### src/design/ppr_pkg.sv
// ----------------------------------------------------------------------------
// ppr_pkg: shared types and constants of the pulse period rescaler
// Register map, reset values, configuration and result records.
// ----------------------------------------------------------------------------
`default_nettype none

package ppr_pkg;

    localparam int TIME_BITS_DEF = 32;

    localparam int DEBOUNCE_W = 20;
    localparam int TIMEOUT_W  = 32;
    localparam int RATIO_W    = 20;
    localparam int CFG_DATA_W = 32;
    localparam int CFG_ADDR_W = 4;

    // threshold is (interval * ratio) >> HALF_SHIFT: ratio is Q16, plus halving
    localparam int HALF_SHIFT = 17;

    localparam logic [DEBOUNCE_W-1:0] DEBOUNCE_RST = DEBOUNCE_W'(2500);
    localparam logic [TIMEOUT_W-1:0]  TIMEOUT_RST  = TIMEOUT_W'(1000000);
    localparam logic [RATIO_W-1:0]    RATIO_RST    = RATIO_W'(72018);

    // register index, taken from paddr[3:2]
    typedef enum logic [1:0] {
        REG_DEBOUNCE = 2'd0,
        REG_TIMEOUT  = 2'd1,
        REG_RATIO    = 2'd2
    } t_reg_idx;

    typedef struct packed {
        logic [DEBOUNCE_W-1:0] debounce_us;
        logic [TIMEOUT_W-1:0]  timeout_us;
        logic [RATIO_W-1:0]    scale_ratio;
    } t_cfg;

    typedef struct packed {
        logic               wr;
        logic [RATIO_W-1:0] value;
    } t_ratio_upd;

    // packed so that pulse_level sits in the lowest bit
    typedef struct packed {
        logic active;
        logic toggled;
        logic pulse_level;
    } t_result;

endpackage

`default_nettype wire

### src/design/ppr_core.sv
// ----------------------------------------------------------------------------
// ppr_core: edge capture and toggle decision for one tick
// Keeps tick-relative times as running counters and the threshold products
// as running sums, so one tick needs only adds and compares.
// ----------------------------------------------------------------------------
`default_nettype none

module ppr_core #(
    parameter int TIME_BITS = ppr_pkg::TIME_BITS_DEF
) (
    input  wire                  i_clk,
    input  wire                  i_rst_n,
    input  wire                  i_step,
    input  wire                  i_sensor_level,
    input  ppr_pkg::t_cfg        i_cfg,
    input  ppr_pkg::t_ratio_upd  i_ratio_upd,
    output ppr_pkg::t_result     o_result
);
    import ppr_pkg::*;

    localparam int PROD_W = TIME_BITS + RATIO_W;
    localparam int CMP_W  = TIME_BITS + TIMEOUT_W;

    logic                 r_last_level;
    logic [TIME_BITS-1:0] r_since_edge;
    logic [TIME_BITS-1:0] r_since_toggle;
    logic [TIME_BITS-1:0] r_interval;
    logic [PROD_W-1:0]    r_edge_prod;   // r_since_edge * ratio
    logic [PROD_W-1:0]    r_thr_prod;    // r_interval * ratio
    logic                 r_out_level;

    logic              capture;
    logic              active;
    logic              toggle;
    logic              tog_keep;
    logic              tog_cap;
    logic [PROD_W-1:0] ratio_ext;
    logic [PROD_W-1:0] st_ext;
    logic [PROD_W-1:0] n_edge_prod;

    always_comb begin
        ratio_ext = PROD_W'(i_cfg.scale_ratio);
        st_ext    = PROD_W'(r_since_toggle);
        capture   = r_last_level && !i_sensor_level &&
                    (CMP_W'(r_since_edge) > CMP_W'(i_cfg.debounce_us));
        // after a capture the time since the edge is zero
        active    = capture ? (i_cfg.timeout_us != '0)
                            : (CMP_W'(r_since_edge) < CMP_W'(i_cfg.timeout_us));
        tog_keep  = st_ext > (r_thr_prod >> HALF_SHIFT);
        tog_cap   = st_ext > (r_edge_prod >> HALF_SHIFT);
        toggle    = active && (capture ? tog_cap : tog_keep);
        if (capture) begin
            n_edge_prod = ratio_ext;
        end else if (&r_since_edge) begin
            n_edge_prod = '0;
        end else begin
            n_edge_prod = r_edge_prod + ratio_ext;
        end
    end

    always_ff @(posedge i_clk) begin
        if (!i_rst_n) begin
            r_last_level   <= 1'b1;
            r_since_edge   <= '0;
            r_since_toggle <= '0;
            r_interval     <= '0;
            r_edge_prod    <= '0;
            r_thr_prod     <= '0;
            r_out_level    <= 1'b0;
        end else if (i_step) begin
            r_last_level   <= i_sensor_level;
            r_since_edge   <= capture ? TIME_BITS'(1) : r_since_edge + TIME_BITS'(1);
            r_since_toggle <= toggle ? TIME_BITS'(1) : r_since_toggle + TIME_BITS'(1);
            r_edge_prod    <= n_edge_prod;
            if (capture) begin
                r_interval <= r_since_edge;
                r_thr_prod <= r_edge_prod;
            end
            if (toggle) begin
                r_out_level <= ~r_out_level;
            end
        end else if (i_ratio_upd.wr) begin
            // new ratio: rebuild both products from the held times
            r_edge_prod <= PROD_W'(r_since_edge) * PROD_W'(i_ratio_upd.value);
            r_thr_prod  <= PROD_W'(r_interval) * PROD_W'(i_ratio_upd.value);
        end
    end

    assign o_result.pulse_level = r_out_level ^ toggle;
    assign o_result.toggled     = toggle;
    assign o_result.active      = active;

endmodule

`default_nettype wire

### src/design/pulse_period_rescaler_top.sv
// ----------------------------------------------------------------------------
// pulse_period_rescaler_top: speedometer pulse frequency rescaler
// Regenerates a drive level whose frequency is the sensor pulse frequency
// scaled by a programmable ratio.
// ----------------------------------------------------------------------------
// Usage:
//   Send one transfer on the s_axis channel per microsecond tick, carrying
//   the sensor level in tdata bit 0. Each transfer yields exactly one
//   transfer on m_axis with the drive level, a toggle flag and an active flag.
//   Each result is registered before it reaches m_axis; a new tick is taken
//   every cycle while s_axis_tready is high, as one tick needs only the
//   add/compare update of the interval counters and running threshold products.
//   An output register plus one skid entry let the input keep flowing while
//   a result waits; s_axis_tready drops while the skid entry is full. A
//   stalled receiver that meets a waiting result and a new transfer fills
//   it, and tready rises again in the cycle after the receiver resumes.
//   Registers sit on an APB port: debounce_us at 0x0, timeout_us at 0x4,
//   scale_ratio at 0x8; write them only while no tick is in flight.
//   Reset clears the timers, sets the sensor history high, the drive level
//   low and the registers to 2500 us, 1000000 us and 72018 (Q16).
// ----------------------------------------------------------------------------
`default_nettype none

module pulse_period_rescaler_top #(
    parameter int TIME_BITS = ppr_pkg::TIME_BITS_DEF
) (
    input  wire                              i_clk,
    input  wire                              i_rst_n,
    // s_axis: bit 0 sensor_level, bits 7:1 zero
    input  wire                              s_axis_tvalid,
    output logic                             s_axis_tready,
    input  wire  [7:0]                       s_axis_tdata,
    // m_axis: bit 0 pulse_level, bit 1 toggled, bit 2 active, bits 7:3 zero
    output logic                             m_axis_tvalid,
    input  wire                              m_axis_tready,
    output logic [7:0]                       m_axis_tdata,
    input  wire                              psel,
    input  wire                              penable,
    input  wire                              pwrite,
    input  wire  [ppr_pkg::CFG_ADDR_W-1:0]   paddr,
    input  wire  [ppr_pkg::CFG_DATA_W-1:0]   pwdata,
    output logic [ppr_pkg::CFG_DATA_W-1:0]   prdata,
    output logic                             pready
);
    import ppr_pkg::*;

    logic [DEBOUNCE_W-1:0] r_debounce;
    logic [TIMEOUT_W-1:0]  r_timeout;
    logic [RATIO_W-1:0]    r_ratio;

    t_reg_idx   reg_idx;
    logic       cfg_wr;
    t_cfg       cfg;
    t_ratio_upd ratio_upd;

    t_result r_out_data;
    logic    r_out_vld;
    t_result r_skid_data;
    logic    r_skid_vld;

    t_result step_res;
    logic    step;
    logic    out_fire;

    // configuration port
    assign pready  = 1'b1;
    assign cfg_wr  = psel && penable && pwrite;
    assign reg_idx = t_reg_idx'(paddr[3:2]);

    always_ff @(posedge i_clk) begin
        if (!i_rst_n) begin
            r_debounce <= DEBOUNCE_RST;
            r_timeout  <= TIMEOUT_RST;
            r_ratio    <= RATIO_RST;
        end else if (cfg_wr) begin
            case (reg_idx)
                REG_DEBOUNCE: r_debounce <= pwdata[DEBOUNCE_W-1:0];
                REG_TIMEOUT:  r_timeout  <= pwdata[TIMEOUT_W-1:0];
                REG_RATIO:    r_ratio    <= pwdata[RATIO_W-1:0];
                default:      ;
            endcase
        end
    end

    always_comb begin
        case (reg_idx)
            REG_DEBOUNCE: prdata = CFG_DATA_W'(r_debounce);
            REG_TIMEOUT:  prdata = CFG_DATA_W'(r_timeout);
            REG_RATIO:    prdata = CFG_DATA_W'(r_ratio);
            default:      prdata = '0;
        endcase
    end

    assign cfg.debounce_us = r_debounce;
    assign cfg.timeout_us  = r_timeout;
    assign cfg.scale_ratio = r_ratio;
    assign ratio_upd.wr    = cfg_wr && (reg_idx == REG_RATIO);
    assign ratio_upd.value = pwdata[RATIO_W-1:0];

    // tick processing
    assign s_axis_tready = !r_skid_vld;
    assign step          = s_axis_tvalid && s_axis_tready;

    ppr_core #(
        .TIME_BITS (TIME_BITS)
    ) u_core (
        .i_clk          (i_clk),
        .i_rst_n        (i_rst_n),
        .i_step         (step),
        .i_sensor_level (s_axis_tdata[0]),
        .i_cfg          (cfg),
        .i_ratio_upd    (ratio_upd),
        .o_result       (step_res)
    );

    // output register with one skid entry
    assign out_fire = r_out_vld && m_axis_tready;

    always_ff @(posedge i_clk) begin
        if (!i_rst_n) begin
            r_out_vld  <= 1'b0;
            r_skid_vld <= 1'b0;
        end else if (out_fire || !r_out_vld) begin
            r_out_vld  <= r_skid_vld || step;
            r_skid_vld <= 1'b0;
        end else if (step) begin
            r_skid_vld <= 1'b1;
        end
    end

    always_ff @(posedge i_clk) begin
        if (out_fire || !r_out_vld) begin
            r_out_data <= r_skid_vld ? r_skid_data : step_res;
        end else if (step) begin
            r_skid_data <= step_res;
        end
    end

    assign m_axis_tvalid = r_out_vld;
    assign m_axis_tdata  = {5'b0, r_out_data};

`ifndef SYNTHESIS
    a_skid_needs_out: assert property (@(posedge i_clk) disable iff (!i_rst_n)
        r_skid_vld |-> r_out_vld)
        else $error("skid entry holds data while output register is empty");

    a_toggle_when_active: assert property (@(posedge i_clk) disable iff (!i_rst_n)
        m_axis_tvalid && m_axis_tdata[1] |-> m_axis_tdata[2])
        else $error("toggle reported on an inactive tick");

    a_reset_clears_out: assert property (@(posedge i_clk)
        !i_rst_n |=> !m_axis_tvalid && s_axis_tready)
        else $error("output channel not idle after reset");

    a_step_gives_result: assert property (@(posedge i_clk) disable iff (!i_rst_n)
        step |=> m_axis_tvalid)
        else $error("accepted tick produced no pending result");
`endif

endmodule

`default_nettype wire
### config.mk
export PLATFORM = sky130hd
export DESIGN_NAME = pulse_period_rescaler_top
export DESIGN_NICKNAME = d
export VERILOG_FILES = /design/src/design/ppr_pkg.sv /design/src/design/ppr_core.sv /design/src/design/pulse_period_rescaler_top.sv
export SDC_FILE = /design/constraint.sdc
export NUM_CORES = 2
export LEC_CHECK = 0
export BUFFER_PORTS_ARGS = -buffer_cell sky130_fd_sc_hd__buf_4
export CAP_MARGIN = 20
export CELL_PAD_IN_SITES_DETAIL_PLACEMENT = 0
export CELL_PAD_IN_SITES_GLOBAL_PLACEMENT = 1
export CORE_MARGIN = 3
export CORE_UTILIZATION = 46
export CTS_CLUSTER_SIZE = 14
export DETAILED_ROUTE_END_ITERATION = 10
export PLACE_DENSITY_LB_ADDON = 0.1
export SLEW_MARGIN = 20
export SYNTH_ARGS = -nofsm -noshare
export SYNTH_HDL_FRONTEND = slang
export SYNTH_SLANG_ARGS = --single-unit
export TNS_END_PERCENT = 1
### constraint.sdc
create_clock -name i_clk -period 8.1 [get_ports i_clk]
set_clock_uncertainty 0.2 [all_clocks]
set_input_delay 1.62 -clock i_clk [delete_from_list [all_inputs] [get_ports i_clk]]
set_output_delay 1.62 -clock i_clk [all_outputs]
set_load 0.05 [all_outputs]
==> results_dict.tcl <==
set metrics [dict create \
    groute.usage.overall_pct 27.6 \
    antenna_found_initial 0 \
    tightest_slew_ps 1070 \
    finalSetupViolCount 0 \
    intPower_mw 2.61 \
    setup_ws_ps 73.0 \
    gp_congestion 0.857 \
    ios 94 \
    synth_flop_cell "dfxtp_1" \
    p_sw_share_pct 31.6 \
    core_um2 122000 \
    status "finished clean" \
    synthTopCellsByArea "fa_1 (38%), ha_1 (10%), dfxtp_1 (9.2%)" \
    insertion_delay_ps 590 \
    power.leakage_nw 31.8 \
    clkPwrFrac_pct 46.1 \
    critical_path_class "in2reg" \
    drv_cap 0 \
    yosys.area.top_type "fa_1" \
    cts-root-buf "clkbuf_16" \
    antenna_cells 0 \
    max-vdd-ir-drop_mv 0.124 \
    rsz0062_at_grt "true" \
    via_per_inst 5.29 \
    place_ws_ps -947 \
    critPathSlowestCell "fa_1" \
    yosys_register_bits 265 \
    worstHoldPathType "reg2reg" \
    power_density_nw_per_um2 59.8 \
    ys_seq_area_share_pct 9.48 \
    ys_async_sr_fraction_pct 0 \
    whs_path_depth 2 \
    critPathLaunchType "input pin" \
    cts.sinks 265 \
    final_nets 8572 \
    combPwrFrac_pct 18.2 \
    ys_warn_count 0 \
    path_clk_slew_ps 60 \
    wire_per_inst_um 19.8 \
    port_buffers 78 \
    htreeDepth 2 \
    grt_start_max_net_pins 74 \
    ctsHoldBuffers 0 \
    maxSlewViolCount 0 \
    num-fill-cells 11900 \
    vias 45700 \
    syn_area_per_cell_um2 8.37 \
    start_util_pct 46.4 \
    overflow 0 \
    wirelength_mm 171 \
    rows 128 \
    path_max_fanout 18 \
    report.final.hold_viol_count 0 \
    yosysUniqueCellTypes 88 \
    synth_cells 6758 \
    worst_path_most_repeated_cell "fa_1" \
    cts_buffer_depth 3 \
    worstPathRequired_ps 8320 \
    final_area_um2 63800 \
    regArea_um2 5370 \
    cp_slowest_stage_delay_ps 540 \
    first_global_vias 47500 \
    whs_ps 268 \
    die_h_um 357 \
    cts_tree "done" \
    die_w_um 357 \
    detailed_place_hpwl_mm 140 \
    seqPwrFrac_pct 35.7 \
    synth_top_area_share_pct 37.9 \
    post-route-min-period_ps 8030 \
    cp.arrival_ps 8240 \
    numCtsBuffers 36 \
    fp.dieArea_um2 127000 \
    placed_area_um2 61700 \
    fmax_mhz 125 \
    rr_worst_depth 25 \
    drtAntennaViolNets 0 \
    drive_gt1_share_pct 11.4 \
    drc 0 \
    drt_pass1_iterations 6 \
    multi_input_area_um2 45300 \
    finalCritPeriodShare_pct 99.1 \
    drt_iter0_drc 2595 \
    synth_edf_count 6 \
    cp-end-kind "flip-flop" \
    post-route-util_pct 52.3 \
    netlist_area_um2 56600 \
    slew_headroom_pct 28.5 \
    grt_pass1_wl_mm 275 \
    area_growth_pct 12.7 \
    p_switching_mw 1.21 \
]
logic make-up after synthesis:
kind of cell,after synthesis,synth area share (%)
and+or+nand+nor,2251,18.9
buffers and inverters,1710,11.5
adders and majority gates,1531,48.1
AOI/OAI and AO/OA,810,9.09
DFF,265,9.48
xor gates and xnor gates,157,2.43
muxes,32,0.575
other,2,0.0133
layout make-up:
cell class	count	share of cell area (%)
Multi-Input combinational cell	4787	71.1
Sequential cell	265	8.41
Timing Repair Buffer	601	7.74
Inverter	1299	7.65
Tap cell	1625	3.19
Clock buffer	46	1.55
Clock inverter	18	0.392
power groups by stage:
| stage | clock network [mW] | logic, mW | registers [mW] |
|---|---|---|---|
| final | 1.76 | 0.695 | 1.36 |
| after global placement | 0 | 0.659 | 1.39 |
| after CTS | 1.79 | 0.673 | 1.36 |
| after global routing | 1.84 | 0.752 | 1.36 |
| after floorplan | 0 | 0.386 | 1.38 |
| after detailed placement | 0 | 0.662 | 1.39 |
per-stage QoR:
| stage | cells | TNS (ps) | power, mW |
|---|---|---|---|
| 6_report | 8641 | 0 | 3.82 |
| 5_1_grt | 8641 | -1050 | 3.95 |
| 4_1_cts | 8634 | -49.7 | 3.83 |
| 3_5_place_dp | 8569 | -40920 | 2.05 |
| 3_3_place_gp | 8569 | -40370 | 2.05 |
| 2_1_floorplan | 6762 | -8.80 | 1.77 |
registers in the layout, indices dropped and copies added, names as in the netlist:
signal and cells:
m_axis_tdata 3, r_skid_vld 1, u_core.r_last_level 1, r_debounce 20, u_core.r_since_toggle 32, u_core.r_thr_prod 35, u_core.r_out_level 1, r_timeout 32
u_core.r_interval 32, u_core.r_since_edge 32, r_skid_data 3, u_core.r_edge_prod 52, r_ratio 20, m_axis_tvalid 1
repair_timing:
item,in CTS,in global routing
cloned,0,1
pin swaps,10,52
buffers inserted,1,6
endpoints found under the setup margin,40,54
resized for setup,47,122
critical path: cells and delay by family:
family | cells | cell delay, ps
and+or+nand+nor | 3 | 480
AOI/OAI and AO/OA | 6 | 1240
buffers and inverters | 9 | 750
muxes | 1 | 370
adders and majority gates | 8 | 3750
path summary, 6_finish.rpt:
kind                        startpoint               endpoint  slack, ps
hold reg to reg    u_core.r_last_level    u_core.r_last_level        270
hold / removal     u_core.r_last_level    u_core.r_last_level        270
setup / recovery             pwdata[2]  u_core.r_thr_prod[45]         70
setup reg to reg  u_core.r_interval[6]  u_core.r_thr_prod[45]        530
synthesized netlist by cell type, types with 13 or more instances:
cell,number
inv_1,1298
nand2_1,1124
fa_1,1072
and2_1,586
ha_1,459
clkbuf_1,380
a21oi_1,293
dfxtp_1,259
nor2_1,221
o21ai_0,144
a21o_1,94
xnor2_1,91
nand3_1,76
xor2_1,66
nand4_1,64
and3_1,40
a211oi_1,36
a31oi_1,36
o211ai_1,30
nor3_1,29
mux2i_1,28
nor4_1,23
o21bai_1,22
nor2b_1,21
o21a_1,21
nand2b_1,19
a221oi_1,17
or3_1,14
a311oi_1,13
o31ai_1,13
metal layers:
metal  global-route usage [%]  vias to the layer above  share of wire, %
li1                         -                    21200                 -
met1                     38.6                    23400                45
met2                     46.9                      962                48
met3                     1.81                      176               3.8
met4                     6.72                        0               2.8
met5                        0                        -                 0
layout by cell type (no fill, tap or decap), types with 32 or more instances in the layout:
cell type / count
fa_1: 1067
ha_1: 452
inv_1: 1291
a21o_1: 94
and2_1: 581
nand2_1: 1115
clkbuf_16: 37
nand3_1: 75
xor2_1: 63
xnor2_1: 86
a21oi_1: 276
buf_4: 557
a31oi_1: 33
nor2_1: 214
o21ai_0: 136
a211oi_1: 32
dfxtp_1: 259
and3_1: 39
nand4_1: 64
(Power assumes the default switching activity.)
